`config.mk`:
```
export PLATFORM = sky130hd
export DESIGN_NAME = rom_image_loader_parser
export DESIGN_NICKNAME = d
export VERILOG_FILES = /design/src/hdl/rilp_pkg.sv /design/src/hdl/rilp_fifo.sv /design/src/hdl/rilp_front.sv /design/src/hdl/rilp_back.sv /design/src/hdl/rom_image_loader_parser.sv
export VERILOG_INCLUDE_DIRS = /design/src /design/src/hdl
export SDC_FILE = /design/constraint.sdc
export NUM_CORES = 1
export LEC_CHECK = 0
export BUFFER_PORTS_ARGS = -buffer_cell sky130_fd_sc_hd__buf_2
export CORE_UTILIZATION = 40
export DETAILED_ROUTE_END_ITERATION = 8
export SLEW_MARGIN = 10
export SYNTH_ARGS = -nofsm -noshare
export SYNTH_HDL_FRONTEND = slang
export SYNTH_SLANG_ARGS = --single-unit
```
`constraint.sdc`:
```
create_clock -name clk -period 8.3 [get_ports clk]
set_clock_uncertainty 0.05 [all_clocks]
set_input_delay 0 -clock clk [delete_from_list [all_inputs] [get_ports clk]]
set_output_delay 0 -clock clk [all_outputs]
set_load 0.005 [all_outputs]
```
`src/hdl/rom_image_loader_parser_assert.svh`:
```
// assertion macros for the rom image loader parser
// used by the top level; expects clk and arst_n in scope
`ifndef ROM_IMAGE_LOADER_PARSER_ASSERT_SVH
`define ROM_IMAGE_LOADER_PARSER_ASSERT_SVH

`ifndef SYNTHESIS
`define RILP_ASSERT_NEVER(lbl, expr, msg) \
	lbl: assert property (@(posedge clk) disable iff (!arst_n) !(expr)) else $error(msg);
`define RILP_ASSERT_IMPLY(lbl, ante, cons, msg) \
	lbl: assert property (@(posedge clk) disable iff (!arst_n) (ante) |-> (cons)) else $error(msg);
`define RILP_ASSERT_NEXT(lbl, ante, cons, msg) \
	lbl: assert property (@(posedge clk) disable iff (!arst_n) (ante) |=> (cons)) else $error(msg);
`else
`define RILP_ASSERT_NEVER(lbl, expr, msg)
`define RILP_ASSERT_IMPLY(lbl, ante, cons, msg)
`define RILP_ASSERT_NEXT(lbl, ante, cons, msg)
`endif

`endif

```
`src/hdl/rilp_pkg.sv`:
```
// shared types and constants of the rom image loader parser
// no dependencies
package rilp_pkg;

	typedef enum logic [3:0] {
		PH_HDR1     = 4'd0,
		PH_SECT1    = 4'd1,
		PH_DADDR_HI = 4'd2,
		PH_DADDR_LO = 4'd3,
		PH_DTYPE    = 4'd4,
		PH_DNUM     = 4'd5,
		PH_DSTR     = 4'd6,
		PH_HDR2     = 4'd7,
		PH_SECT2    = 4'd8,
		PH_CADDR_HI = 4'd9,
		PH_CADDR_LO = 4'd10,
		PH_CBODY    = 4'd11,
		PH_DRAIN    = 4'd12
	} phase_t;

	localparam logic [7:0] SEC_DATA = 8'h00;
	localparam logic [7:0] SEC_CODE = 8'h01;
	localparam logic [7:0] TYPE_NUM = 8'h02;
	localparam logic [7:0] TYPE_STR = 8'h01;
	localparam logic [7:0] STR_END  = 8'h00;
	localparam logic [1:0] HDR_LAST = 2'd3;

	typedef struct packed {
		logic        wr;
		logic [15:0] addr;
		logic [7:0]  data;
		logic        done;
		logic        err;
	} beat_t;

	typedef struct packed {
		logic full;
		logic empty;
	} q_stat_t;

	typedef struct packed {
		phase_t phase;
		logic   err;
	} front_stat_t;

	function automatic logic [7:0] hdr_byte(input logic [1:0] pos);
		logic [7:0] b;
		case (pos)
			2'd0: b = 8'hff;
			2'd1: b = 8'hfe;
			2'd2: b = 8'hfe;
			default: b = 8'hff;
		endcase
		return b;
	endfunction

endpackage

```
`src/hdl/rilp_fifo.sv`:
```
// short queue of result beats between parser front and output back
// depends on rilp_pkg
module rilp_fifo #(
	parameter int DEPTH = 2
) (
	input  logic            clk,
	input  logic            arst_n,
	input  logic            push,
	input  rilp_pkg::beat_t push_beat,
	input  logic            pop,
	output rilp_pkg::beat_t head_beat,
	output rilp_pkg::q_stat_t stat
);

	localparam int AW = (DEPTH > 1) ? $clog2(DEPTH) : 1;
	localparam int CW = $clog2(DEPTH + 1);

	rilp_pkg::beat_t mem [DEPTH];
	logic [AW-1:0] wr_ptr_q, rd_ptr_q;
	logic [CW-1:0] count_q;
	logic do_push, do_pop;

	assign stat.full  = (count_q == CW'(DEPTH));
	assign stat.empty = (count_q == '0);
	assign do_push = push && !stat.full;
	assign do_pop  = pop && !stat.empty;
	assign head_beat = mem[rd_ptr_q];

	always_ff @(posedge clk) begin
		if (do_push) begin
			mem[wr_ptr_q] <= push_beat;
		end
	end

	always_ff @(posedge clk or negedge arst_n) begin
		if (!arst_n) begin
			wr_ptr_q <= '0;
			rd_ptr_q <= '0;
			count_q  <= '0;
		end else begin
			if (do_push) begin
				wr_ptr_q <= (wr_ptr_q == AW'(DEPTH - 1)) ? '0 : wr_ptr_q + 1'b1;
			end
			if (do_pop) begin
				rd_ptr_q <= (rd_ptr_q == AW'(DEPTH - 1)) ? '0 : rd_ptr_q + 1'b1;
			end
			if (do_push && !do_pop) begin
				count_q <= count_q + 1'b1;
			end else if (do_pop && !do_push) begin
				count_q <= count_q - 1'b1;
			end
		end
	end

endmodule

```
`src/hdl/rilp_front.sv`:
```
// parser front: accepts image bytes, tracks the format and builds result beats
// depends on rilp_pkg
module rilp_front (
	input  logic                  clk,
	input  logic                  arst_n,
	input  logic                  in_valid,
	output logic                  in_stall,
	input  logic [7:0]            rom_byte,
	input  logic                  last_byte,
	input  logic                  q_full,
	output logic                  push,
	output rilp_pkg::beat_t       push_beat,
	output rilp_pkg::front_stat_t stat
);

	rilp_pkg::phase_t phase_q, phase_d;
	logic [1:0]  hdr_pos_q, hdr_pos_d;
	logic [7:0]  addr_hi_q, addr_hi_d;
	logic [15:0] cur_addr_q, cur_addr_d;
	logic        err_q, err_d;
	logic        accept;
	logic        wv, ok_end;
	logic [7:0]  wd;

	assign in_stall = q_full;
	assign accept = in_valid && !q_full;
	assign stat.phase = phase_q;
	assign stat.err = err_q;

	always_ff @(posedge clk or negedge arst_n) begin
		if (!arst_n) begin
			phase_q    <= rilp_pkg::PH_HDR1;
			hdr_pos_q  <= '0;
			addr_hi_q  <= '0;
			cur_addr_q <= '0;
			err_q      <= 1'b0;
		end else if (accept) begin
			phase_q    <= phase_d;
			hdr_pos_q  <= hdr_pos_d;
			addr_hi_q  <= addr_hi_d;
			cur_addr_q <= cur_addr_d;
			err_q      <= err_d;
		end
	end

	always_comb begin
		phase_d    = phase_q;
		hdr_pos_d  = hdr_pos_q;
		addr_hi_d  = addr_hi_q;
		cur_addr_d = cur_addr_q;
		err_d      = err_q;
		wv         = 1'b0;
		wd         = rom_byte;
		ok_end     = 1'b0;
		case (phase_q)
			rilp_pkg::PH_HDR1, rilp_pkg::PH_HDR2: begin
				if (rom_byte != rilp_pkg::hdr_byte(hdr_pos_q)) begin
					err_d   = 1'b1;
					phase_d = rilp_pkg::PH_DRAIN;
				end else if (hdr_pos_q == rilp_pkg::HDR_LAST) begin
					hdr_pos_d = '0;
					phase_d = (phase_q == rilp_pkg::PH_HDR1) ? rilp_pkg::PH_SECT1
						: rilp_pkg::PH_SECT2;
				end else begin
					hdr_pos_d = hdr_pos_q + 2'd1;
				end
			end
			rilp_pkg::PH_SECT1: begin
				if (rom_byte == rilp_pkg::SEC_DATA) begin
					phase_d = rilp_pkg::PH_DADDR_HI;
				end else if (rom_byte == rilp_pkg::SEC_CODE) begin
					phase_d = rilp_pkg::PH_CADDR_HI;
				end else begin
					err_d   = 1'b1;
					phase_d = rilp_pkg::PH_DRAIN;
				end
			end
			rilp_pkg::PH_DADDR_HI: begin
				addr_hi_d = rom_byte;
				phase_d   = rilp_pkg::PH_DADDR_LO;
			end
			rilp_pkg::PH_DADDR_LO: begin
				cur_addr_d = {addr_hi_q, rom_byte};
				phase_d    = rilp_pkg::PH_DTYPE;
			end
			rilp_pkg::PH_DTYPE: begin
				if (rom_byte == rilp_pkg::TYPE_NUM) begin
					phase_d = rilp_pkg::PH_DNUM;
				end else if (rom_byte == rilp_pkg::TYPE_STR) begin
					phase_d = rilp_pkg::PH_DSTR;
				end else begin
					hdr_pos_d = '0;
					phase_d   = rilp_pkg::PH_HDR2;
				end
			end
			rilp_pkg::PH_DNUM: begin
				wv      = 1'b1;
				phase_d = rilp_pkg::PH_DADDR_HI;
			end
			rilp_pkg::PH_DSTR: begin
				if (rom_byte == rilp_pkg::STR_END) begin
					phase_d = rilp_pkg::PH_DADDR_HI;
				end else if (!last_byte) begin
					wv         = 1'b1;
					cur_addr_d = cur_addr_q + 16'd1;
				end
			end
			rilp_pkg::PH_SECT2: begin
				if (rom_byte == rilp_pkg::SEC_CODE) begin
					phase_d = rilp_pkg::PH_CADDR_HI;
				end else begin
					err_d   = 1'b1;
					phase_d = rilp_pkg::PH_DRAIN;
				end
			end
			rilp_pkg::PH_CADDR_HI: begin
				addr_hi_d = rom_byte;
				phase_d   = rilp_pkg::PH_CADDR_LO;
			end
			rilp_pkg::PH_CADDR_LO: begin
				cur_addr_d = {addr_hi_q, rom_byte};
				phase_d    = rilp_pkg::PH_CBODY;
				ok_end     = 1'b1;
			end
			rilp_pkg::PH_CBODY: begin
				wv         = 1'b1;
				cur_addr_d = cur_addr_q + 16'd1;
				ok_end     = 1'b1;
			end
			default: begin
				err_d   = 1'b1;
				phase_d = rilp_pkg::PH_DRAIN;
			end
		endcase

		push_beat.wr   = wv;
		push_beat.addr = wv ? cur_addr_q : 16'd0;
		push_beat.data = wv ? wd : 8'd0;
		push_beat.done = last_byte;
		push_beat.err  = last_byte && !(ok_end && !err_q);
		push = accept && (wv || last_byte);

		if (last_byte) begin
			phase_d    = rilp_pkg::PH_HDR1;
			hdr_pos_d  = '0;
			addr_hi_d  = '0;
			cur_addr_d = '0;
			err_d      = 1'b0;
		end
	end

endmodule

```
`src/hdl/rilp_back.sv`:
```
// output back end: takes beats from the queue into the result register
// depends on rilp_pkg
module rilp_back (
	input  logic              clk,
	input  logic              arst_n,
	input  rilp_pkg::beat_t   head_beat,
	input  rilp_pkg::q_stat_t q_stat,
	output logic              pop,
	output logic              out_valid,
	input  logic              out_stall,
	output logic              write_valid,
	output logic [15:0]       write_address,
	output logic [7:0]        write_data,
	output logic              image_done,
	output logic              status
);

	logic            out_valid_q;
	rilp_pkg::beat_t out_beat_q;

	assign pop = !q_stat.empty && (!out_valid_q || !out_stall);

	always_ff @(posedge clk or negedge arst_n) begin
		if (!arst_n) begin
			out_valid_q <= 1'b0;
		end else if (!out_valid_q || !out_stall) begin
			out_valid_q <= !q_stat.empty;
		end
	end

	always_ff @(posedge clk) begin
		if (pop) begin
			out_beat_q <= head_beat;
		end
	end

	assign out_valid     = out_valid_q;
	assign write_valid   = out_beat_q.wr;
	assign write_address = out_beat_q.addr;
	assign write_data    = out_beat_q.data;
	assign image_done    = out_beat_q.done;
	assign status        = out_beat_q.err;

endmodule

```
`src/hdl/rom_image_loader_parser.sv`:
```
// rom image loader parser top: front parser, result queue, output register
// bytes are parsed combinationally, beats pushed into the queue, then popped into the
// output register; 1 byte per cycle sustained while in_stall is low, set by the parser
// state update in the front; in_stall rises only when the result queue is full under
// output back pressure; arst_n clears parser state, queue pointers and output valid at once
`include "rom_image_loader_parser_assert.svh"
module rom_image_loader_parser #(
	parameter int QUEUE_DEPTH = 2
) (
	input  logic        clk,
	input  logic        arst_n,
	input  logic        in_valid,
	output logic        in_stall,
	input  logic [7:0]  rom_byte,
	input  logic        last_byte,
	output logic        out_valid,
	input  logic        out_stall,
	output logic        write_valid,
	output logic [15:0] write_address,
	output logic [7:0]  write_data,
	output logic        image_done,
	output logic        status
);

	logic                  push, pop;
	rilp_pkg::beat_t       push_beat, head_beat;
	rilp_pkg::q_stat_t     q_stat;
	rilp_pkg::front_stat_t f_stat;

	rilp_front u_front (
		.clk       (clk),
		.arst_n    (arst_n),
		.in_valid  (in_valid),
		.in_stall  (in_stall),
		.rom_byte  (rom_byte),
		.last_byte (last_byte),
		.q_full    (q_stat.full),
		.push      (push),
		.push_beat (push_beat),
		.stat      (f_stat)
	);

	rilp_fifo #(
		.DEPTH (QUEUE_DEPTH)
	) u_fifo (
		.clk       (clk),
		.arst_n    (arst_n),
		.push      (push),
		.push_beat (push_beat),
		.pop       (pop),
		.head_beat (head_beat),
		.stat      (q_stat)
	);

	rilp_back u_back (
		.clk           (clk),
		.arst_n        (arst_n),
		.head_beat     (head_beat),
		.q_stat        (q_stat),
		.pop           (pop),
		.out_valid     (out_valid),
		.out_stall     (out_stall),
		.write_valid   (write_valid),
		.write_address (write_address),
		.write_data    (write_data),
		.image_done    (image_done),
		.status        (status)
	);

	`RILP_ASSERT_NEVER(a_q_full_empty, q_stat.full && q_stat.empty, "queue full and empty")
	`RILP_ASSERT_IMPLY(a_out_nonempty, out_valid, write_valid || image_done, "empty result beat")
	`RILP_ASSERT_IMPLY(a_status_done, out_valid && status, image_done, "status without done")
	`RILP_ASSERT_NEXT(a_last_resets, in_valid && !in_stall && last_byte,
		f_stat.phase == rilp_pkg::PH_HDR1 && !f_stat.err, "parser not reset after last byte")

endmodule

```
; Word level (Yosys, flattened, before mapping)
; Memories as Yosys holds them, arrays and structs flattened. A register that Yosys moved wholly into a read port is not among the register bits.
; Index checks and enable logic that the tools add are counted.
[totals]
regBits = 36
latch_bits = 0
ramBits = 54
rom_bits = 0
input_bits = 13
output_inout_bits = 29
elab_cells = 122
memories = 1
[classes]
add_sub_neg = 6
mul = 0
div_mod_pow = 0
n_lt_le_gt_ge = 0
eq_ne = 28
n_shift = 0
n_mux = 40
bitwise_logic = 0
n_reduce_logical = 38
[memory_table]
columns = memory, words, width, rd, rd_clocked_by_memory_dff, write_ports, line_no
row1 = u_fifo.mem, 2, 27, 1, 1, 1, rilp_fifo.sv:18  ; rilp_pkg::beat_t mem [DEPTH];
[ops]
columns = cell, count
row1 = $mux W16, 3
row2 = $pmux W16 S3, 1
row3 = $pmux W4 S11, 1
row4 = $mux W8, 4
row5 = $mux W4, 7
row6 = $add A16 B1 Y16 const B, 1
row7 = $eq A4 B3 Y1 const B, 4
row8 = $eq A4 B4 Y1 const B, 4
row9 = $ne A3 B3 Y1 const B, 5
row10 = $mux W2, 7
row11 = $mux W1, 13
row12 = $reduce_or A2 Y1, 6
row13 = $logic_and A1 B1 Y1, 9
row14 = $eq A4 B2 Y1 const B, 2
row15 = $eq A8 B1 Y1 const B, 1
row16 = $eq A8 B2 Y1 const B, 1
row17 = $logic_not A1 Y1, 8
row18 = $logic_not A8 Y1, 1
row19 = $ne A8 B8 Y1, 1
row20 = $reduce_and A4 Y1, 2
row21 = $reduce_or A8 Y1, 1
row22 = $eq A2 B2 Y1 const B, 3
row23 = $ne A3 B2 Y1 const B, 2
row24 = $reduce_and A5 Y1, 1
row25 = other kinds (20), 24

; Longest topological paths before layout
; Gate-level depths: netlist of the first run.
[logic_depth]
depth_word = 10
depth_mapped = 9
depth_no_buf = 8

; Cells and area by module
; Synthesis of the first run repeated with hierarchy kept, for this count alone.
[hier_totals]
cells_unflattened = 449
hier_area_um2 = 5621.6
[modules_own_cells]
columns = mod, instances, cells_per_inst, area_per_inst_um2, seq_area_each_um2
row1 = rilp_front, 1, 316, 2526.2, 775.7
row2 = rilp_fifo, 1, 103, 2244.7, 1721.7
row3 = rilp_back, 1, 30, 850.8, 835.8

; Least setup slack after synthesis of the first run
; No wires, ideal clock.
[synth_path]
kind = reg-to-reg
from = register u_front.phase_q[3]
to = memory u_fifo.mem[0][0] (netlist bit) (enable)
setup_ps = 414
arrival_ps = 2594
required_ps = 7836
setup_slack_ps = 5241
stages_incl_launch_ff = 6
n_path_buf = 0
period_less_slack_ps = 3059
cell_sequence = dfrtp_1 > nand2b_1 > a211o_2 > o22ai_2 > o21a_1 > nor2b_1
[synth_via]
elab_chain_cells = 8
word_cells_on_any_way = 10
cone_classes = eq/ne: 3 / mux: 3 / reduce/logical: 4
[synth_lines]
columns = item, line_no
row1 = start: declaration, rilp_front.sv:16  ; rilp_pkg::phase_t phase_q, phase_d;
row2 = start signal: assignment, rilp_front.sv:32  ; phase_q <= rilp_pkg::PH_HDR1;
row3 = start signal: assignment, rilp_front.sv:38  ; phase_q <= phase_d;
row4 = $eq A4 B3 Y1 / $eq A4 B4 Y1 (equally long branches), rilp_front.sv:55  ; case (phase_q)
row5 = $reduce_or A2 Y1 (no line), -
row6 = $pmux W1 S2 *, rilp_front.sv:55
row7 = $logic_or A1 B1 Y1 *, rilp_front.sv:141  ; push = accept && (wv || last_byte);
row8 = $logic_and A1 B1 Y1 *, rilp_front.sv:141
row9 = $logic_and A1 B1 Y1 *, rilp_fifo.sv:25  ; assign do_push = push && !stat.full;
row10 = via u_fifo.do_push, rilp_fifo.sv:21  ; logic do_push, do_pop;
row11 = $mux W1 *, rilp_fifo.sv:30  ; if (do_push) begin
row12 = $mux W1 (not written as such) *, rilp_fifo.sv:31  ; mem[wr_ptr_q] <= push_beat;
row13 = end: declaration, rilp_fifo.sv:18
; Mark *: on every way through the listed nets, which the timed path passes. The rest lies on a longest branch.

; Final worst setup path of the first run
[layout_path]
from = register u_front.phase_q[3]
to = memory u_fifo.mem[0][22] (netlist bit) (enable)
; The elaborated chain is that of the path after synthesis.

==> impl_metrics.env, run 1 <==
export IMPL_status="finished, final reports clean"
export IMPL_grt_use_total_pct=17.0
export IMPL_path_cells="nand2b_1 > a211o_2 > o22ai_2 > o21a_1 > nor2b_2 > buf_4"
export IMPL_syn_to_final_growth_pct=18.7
export IMPL_drive_above_1_share_pct=23.8
export IMPL_synth_area_leaders="edfxtp_1 (45%), dfrtp_1 (17%), mux2_2 (6.7%)"
export IMPL_fin_hold_ws_ns=0.0879
export IMPL_die_area_mm2=0.0139
export IMPL_arrival_ns=3.10
export IMPL_power_switching_uw=701
export IMPL_ys_warn_count=0
export IMPL_die_w_um=118
export IMPL_grt_pass1_wl_mm=18.2
export IMPL_rsz0062_at_grt="no"
export IMPL_drv_slew=0
export IMPL_drtIter0Drc=322
export IMPL_cts_buffers=17
export IMPL_p_comb_share_pct=25.0
export IMPL_required_ns=8.32
export IMPL_register_area_mm2=0.00333
export IMPL_grt_max_degree=37
export IMPL_clock_fmax_ghz=0.324
export IMPL_r2r_end="u_fifo.mem[0][22]"
export IMPL_cp_slowest_cell="o22ai_2"
export IMPL_io_buffer_count=41
export IMPL_globalplace_congestion=0.909
export IMPL_tightest_slew_ns=1.15
export IMPL_final_min_clock_period_ns=3.08
export IMPL_hold_class="in -> reg"
export IMPL_synthArstFlopShare_pct=30.8
export IMPL_synth_seq_cells=117
export IMPL_synth_area_mm2=0.00539
export IMPL_start_util_pct=40.9
export IMPL_power_density_mw_per_mm2=348
export IMPL_avgRoutedWirePerCell_um=16.8
export IMPL_r2r_start="u_front.phase_q[3]"
export IMPL_switching_share_pct=31.5
export IMPL_endpoint="u_fifo.mem[0][22]"
export IMPL_grt_pass1_vias=3483
export IMPL_reg2reg_depth=6
export IMPL_cts_root_buf="clkbuf_16"
export IMPL_placed_cells=616
export IMPL_cts_reportedPaths_clkPinSlew_ns=0.05
export IMPL_critPathBufInv=1
export IMPL_synth_top_area_cell="edfxtp_1"
export IMPL_synth_mux_area_share_pct=7.61
export IMPL_syn_inst=419
export IMPL_p_leak_nw=2.41
export IMPL_drv_cap=0
export IMPL_antenna_cells=0
export IMPL_nets=487
export IMPL_p_total_mw=2.22
export IMPL_r2r_slack_ns=5.22
export IMPL_p_int_mw=1.52
export IMPL_antenna_found_initial=0
export IMPL_core_mm2=0.0132
export IMPL_tns_ns=0
export IMPL_yosysSeqAreaShare_pct=61.8
export IMPL_clkPwrFrac_pct=30.7
export IMPL_crit_path_start="u_front.phase_q[3]"
export IMPL_core_rowCount=42
export IMPL_synth_edf_count=81
export IMPL_seqPwrFrac_pct=44.4
export IMPL_final_antenna_net_count=0
export IMPL_overflow=0
export IMPL_synth_fp_nets=435
export IMPL_fin_cells=660
export IMPL_cp_max_fo=27
export IMPL_fill_cells=1172
export IMPL_hpwl_mm=7.27
export IMPL_ioPinCount=42
export IMPL_clock_sinks=117
export IMPL_fin_crit_sh_pct=37.2
export IMPL_synth_avg_cell_area_um2=12.9
export IMPL_synth_simple_gate_area_share_pct=14.2
export IMPL_setup_viol=0
export IMPL_synth_adder_area_share_pct=0.696
export IMPL_routed_wl_mm=11.1
export IMPL_synth_compound_area_share_pct=11.9
export IMPL_crit_path_end_kind="flip-flop"
export IMPL_critPathTopFamily="compound AO/OA/AOI/OAI gates"
export IMPL_die_y_um=118
export IMPL_synth_top_area_share_pct=45.1
export IMPL_cts_max_level=4
export IMPL_synth_top_family_by_area="simple AND/OR/NAND/NOR gates"
export IMPL_crit_type="reg -> reg"
export IMPL_worstSetupStartpointType="flip-flop"
export IMPL_cts_tree="yes"
export IMPL_synth_flop_cell="edfxtp_1"
export IMPL_slowest_delay_ns=0.65
export IMPL_viasPerCell=5.46
export IMPL_drc_errors=0
export IMPL_crit_cells=6
export IMPL_multi_input_area_mm2=0.00192
export IMPL_synthXorXnorAreaFrac_pct=1.14
export IMPL_vias=3602
export IMPL_relSlewSlack_pct=22.9
export IMPL_cts_buffer_depth=2
export IMPL_firstDrtPassIters=5
export IMPL_clk_latency_ns=0.41
export IMPL_ir_drop_v=0.000163
export IMPL_hold_viol_final=0
export IMPL_ys_types=60
==> cell type report <==
type                    count  share of cell area [%]
flip-flops and latches    117                    52.1
clock inverters            12                    1.76
repair buffers             56                    5.44
inverters                   8                   0.469
well taps                 176                    3.44
multi-input cells         271                    30.0
clock buffers              20                    6.82
==> worst reg2reg max path, delay by kind of cell (launching register included) <==
family	cells	cell delay, ns
simple gates	2	0.44
buf+inv	1	0.33
compound gates	3	1.32
flops	1	0.60
==> cells in the mapped netlist (5+ instances only) <==
| library cell | count |
|---|---|
| o21ai_0 | 17 |
| nor2_1 | 18 |
| nand3_1 | 16 |
| a21oi_1 | 19 |
| mux2i_1 | 5 |
| o2bb2ai_1 | 7 |
| nand2_1 | 23 |
| mux2_2 | 32 |
| dfrtp_1 | 36 |
| clkbuf_1 | 12 |
| and2_1 | 29 |
| and3_1 | 8 |
| buf_2 | 9 |
| inv_1 | 8 |
| edfxtp_1 | 81 |
| xor2_1 | 5 |
| nor3_1 | 5 |
| or3_1 | 5 |
==> cell usage in the layout, fill, tap and decap left out, types with 3 or more instances in the layout <==
cell and instances:
a2111oi_0 3, a211o_1 3, a211oi_1 4, a21oi_1 19, a22oi_1 3, a31oi_1 4, and2_1 29, and3_1 8
and4_1 3, buf_2 41, buf_4 3, clkbuf_1 3, clkbuf_16 17, clkinv_2 6, dfrtp_1 35, dlygate4sd3_1 12
edfxtp_1 81, ha_1 3, inv_1 8, mux2_2 32, mux2i_1 5, nand2_1 23, nand2b_1 3, nand3_1 16
nand4_1 4, nor2_1 18, nor3_1 5, nor3b_1 3, nor4_1 4, nor4b_1 3, o21ai_0 17, o2bb2ai_1 7
o31a_1 3, or3_1 5, or4_1 3, xor2_1 5
==> how the worst min path moves through the flow <==
| stage | startpoint | to | slack, ns | depth (start not counted) |
|---|---|---|---|---|
| 2_1_floorplan | arst_n | u_back.out_valid | -0.35 | 0 |
| 3_3_place_gp | arst_n | u_front.hdr_pos_q[1] | 0.11 | 1 |
| 3_5_place_dp | arst_n | u_front.hdr_pos_q[1] | 0.11 | 1 |
| 4_1_cts | in_valid | u_front.addr_hi_q[0] | 0.07 | 4 |
| 5_1_grt | in_valid | u_front.addr_hi_q[0] | 0.13 | 4 |
| 6_report | in_valid | u_front.addr_hi_q[0] | 0.09 | 4 |
==> repair_timing <==
action	4_1_cts	5_1_grt
hold buffers	12	0
hold endpoints to repair	57	0
resized for setup	0	0
buffers inserted	0	0
==> logic make-up (layout without fill, tap and decap cells) <==
| family | Yosys count | after routing |
|---|---|---|
| adders and majority gates | 3 | 3 |
| and+or+nand+nor | 136 | 136 |
| AOI/OAI and AO/OA | 88 | 88 |
| buffers and inverters | 31 | 96 |
| xor gates and xnor gates | 7 | 7 |
| DFF | 117 | 117 |
| muxes | 37 | 37 |
==> stage by stage <==
step	utilization, %	instance area [µm²]	setup WS, ns
floorplan	-	5390	5.24
global placement	43.4	5730	5.29
detailed placement	43.4	5730	5.20
CTS	48.5	6400	5.19
global route	48.5	6400	4.98
finish	48.5	6400	5.22
==> metal layers <==
| metal | share of wire (%) | wire length (µm) | track usage (%) | up-vias |
|---|---|---|---|---|
| met5 | 0 | 0 | 0 | - |
| met3 | 4.7 | 522 | 4.55 | 15 |
| met2 | 46 | 5120 | 25.8 | 107 |
| met1 | 48 | 5270 | 23.1 | 1764 |
| met4 | 1.4 | 160 | 7.21 | 0 |
| li1 | - | - | - | 1716 |
==> power groups by stage <==
| stage | clock (mW) | sequential (mW) | combinational [mW] |
|---|---|---|---|
| 6_report | 0.682 | 0.987 | 0.555 |
| 5_1_grt | 0.718 | 1.02 | 0.622 |
| 4_1_cts | 0.691 | 0.985 | 0.563 |
| 3_5_place_dp | 0 | 0.996 | 0.552 |
| 3_3_place_gp | 0 | 0.991 | 0.542 |
| 2_1_floorplan | 0 | 0.906 | 0.461 |
==> state kept, by name (all words and copies together), names as in the netlist <==
name	cells
u_fifo.wr_ptr_q	1
u_back.image_done	1
u_back.status	1
u_back.write_address	16
u_front.cur_addr_q	16
u_fifo.count_q	2
u_fifo.rd_ptr_q	1
u_back.write_valid	1
u_front.phase_q	4
u_front.err_q	1
u_back.out_valid	1
u_front.hdr_pos_q	2
u_front.addr_hi_q	8
u_back.write_data	8
u_fifo.mem	54
No activity file was read; power rests on OpenSTA's default activity.
==> run 2, diff against run 1 <==
Clock period 8.3 ns to 2.95 ns, I/O delays scaled along.
==> run 2 against run 1 <==
Final area rose by 0.98%. Die area did not move. Largest power group unchanged. Critical path type unchanged. Largest cell class unchanged. Global-route usage rose by 0.60 points. Sequential power rose to 2.7 times the previous value.
==> impl_metrics.env, run 2 (synthesis results as in run 1) <==
export IMPL_hold_viol_final=0
export IMPL_relSlewSlack_pct=30.4
export IMPL_cts_tree="yes"
export IMPL_status="finished, final reports clean"
export IMPL_place_area_mm2=0.00578
export IMPL_ioPinCount=42
export IMPL_drv_slew=0
export IMPL_grt_pass1_wl_mm=18.7
export IMPL_drtIter0Drc=283
export IMPL_overflow=0
export IMPL_fin_crit_sh_pct=87.7
export IMPL_worstSetupStartpointType="flip-flop"
export IMPL_critPathBufInv=1
export IMPL_postCtsSetupBuffers=0
export IMPL_viasPerCell=5.52
export IMPL_cp_slowest_cell="dfrtp_1"
export IMPL_cts_max_level=4
export IMPL_cpMostUsedCell="o21ai_0"
export IMPL_die_area_mm2=0.0139
export IMPL_antenna_cells=0
export IMPL_final_min_clock_period_ns=2.59
export IMPL_setup_viol=0
export IMPL_cp_max_fo=19
export IMPL_cts_root_buf="clkbuf_16"
export IMPL_die_y_um=118
export IMPL_cts_reportedPaths_clkPinSlew_ns=0.05
export IMPL_required_ns=3.19
export IMPL_tns_ns=0
export IMPL_globalplace_congestion=0.889
export IMPL_path_cells="and3b_1 > o21ai_0 > nor2_2 > a22oi_1 > o21ai_0 > dlygate4sd3_1"
export IMPL_p_leak_nw=2.45
export IMPL_arrival_ns=2.83
export IMPL_fin_cells=665
export IMPL_hold_class="in -> reg"
export IMPL_core_rowCount=42
export IMPL_avgRoutedWirePerCell_um=17.3
export IMPL_ir_drop_v=0.000548
export IMPL_drive_above_1_share_pct=24.7
export IMPL_slowest_delay_ns=0.68
export IMPL_final_antenna_net_count=0
export IMPL_drv_cap=0
export IMPL_cts_buffer_depth=2
export IMPL_cts_buffers=17
export IMPL_crit_path_end_kind="flip-flop"
export IMPL_routed_wl_mm=11.5
export IMPL_clock_sinks=117
export IMPL_p_total_mw=6.38
export IMPL_max_flop_register="u_fifo.mem"
export IMPL_clk_latency_ns=0.41
export IMPL_start_util_pct=40.9
export IMPL_grt_max_degree=37
export IMPL_placed_cells=623
export IMPL_grt_use_total_pct=17.6
export IMPL_fill_cells=1166
export IMPL_antenna_found_initial=0
export IMPL_critPathTopFamily="compound AO/OA/AOI/OAI gates"
export IMPL_largest_reg_flops=54
export IMPL_vias=3668
export IMPL_drc_errors=0
export IMPL_rsz0062_at_grt="no"
export IMPL_final_common_cell="edfxtp_1"
export IMPL_core_mm2=0.0132
export IMPL_final_cell_mix="edfxtp_1 (81), buf_2 (41), dfrtp_1 (36)"
export IMPL_io_buffer_count=41
export IMPL_design_area_mm2=0.00646
export IMPL_crit_type="reg -> reg"
export IMPL_power_density_mw_per_mm2=987
export IMPL_fin_util_pct=49.0
export IMPL_tightest_slew_ns=1.04
export IMPL_die_w_um=118
export IMPL_syn_to_final_growth_pct=19.9
export IMPL_firstDrtPassIters=6
export IMPL_hpwl_mm=7.39
export IMPL_nets=493
export IMPL_grt_pass1_vias=3627
export IMPL_clock_fmax_ghz=0.387
==> run 2: cell count changes in the layout (fill, tap and decap cells not counted) <==
| cell | previous run | this run |
|---|---|---|
| clkbuf_1 | 3 | 2 |
| dlygate4sd3_1 | 12 | 11 |
| dfrtp_1 | 35 | 36 |
| dfrtp_2 | 1 | 0 |
| bufinv_16 | 2 | 3 |
| clkinv_2 | 6 | 5 |
| buf_4 | 3 | 10 |
==> run 2: final cells by class <==
type | instances | area [µm²] | area share [%]
sequential | 117 | 3330 | 51.6
inverter | 8 | 30.0 | 0.465
clock inverter | 12 | 138 | 2.13
tap | 176 | 220 | 3.41
timing repair buffer | 62 | 390 | 6.04
clock buffer | 19 | 433 | 6.70
multi-input combinational | 271 | 1920 | 29.7
==> run 2: worst paths after layout <==
check | startpoint | endpoint | slack (ns) | cells after the start
min in group asynchronous | arst_n | u_front.hdr_pos_q[0] | 0.19 | 2
worst max-delay path | u_front.phase_q[1] | u_front.addr_hi_q[2] | 0.36 | 6
max in group asynchronous | arst_n | u_front.cur_addr_q[2] | 2.10 | 2
worst min-delay path | rom_byte[0] | u_front.addr_hi_q[0] | 0.02 | 3
worst max register to register | u_front.phase_q[1] | u_front.addr_hi_q[2] | 0.36 | 6
worst min register to register | u_back.out_valid | u_back.out_valid | 0.44 | 2
==> run 2: layer usage <==
metal  GRT usage [%]  vias to the layer above  part of all wire (%)
met2            27.3                      120                    47
li1                -                     1725                     -
met5               0                        -                     0
met3            5.43                       25                   4.8
met4            8.73                        0                   2.1
met1            22.4                     1798                    46
==> run 2: power breakdown <==
group | switching (mW) | leakage (nW) | internal, mW
Clock | 0.684 | 0.277 | 1.30
Combinational | 0.941 | 0.951 | 0.779
Sequential | 0.349 | 1.22 | 2.32
==> run 2: worst register-to-register path, stage by stage (launching register included) <==
cell and delay, ns:
dfrtp_1 0.68, and3b_1 0.24, o21ai_0 0.43, nor2_2 0.21
a22oi_1 0.18, o21ai_0 0.09, dlygate4sd3_1 0.57
==> run 2: per-stage QoR <==
stage	hold WS (ns)	setup slack, ns
after floorplan	-0.346	0.392
after global placement	0.110	0.644
after detailed placement	0.113	0.543
after CTS	0.00658	0.414
after global routing	0.0562	0.121
final	0.0191	0.363
==> run 2: timing repair <==
item / 4_1_cts / 5_1_grt
hold endpoints to repair: 56 / 0
hold buffers: 11 / 0
resized for setup: 0 / 0
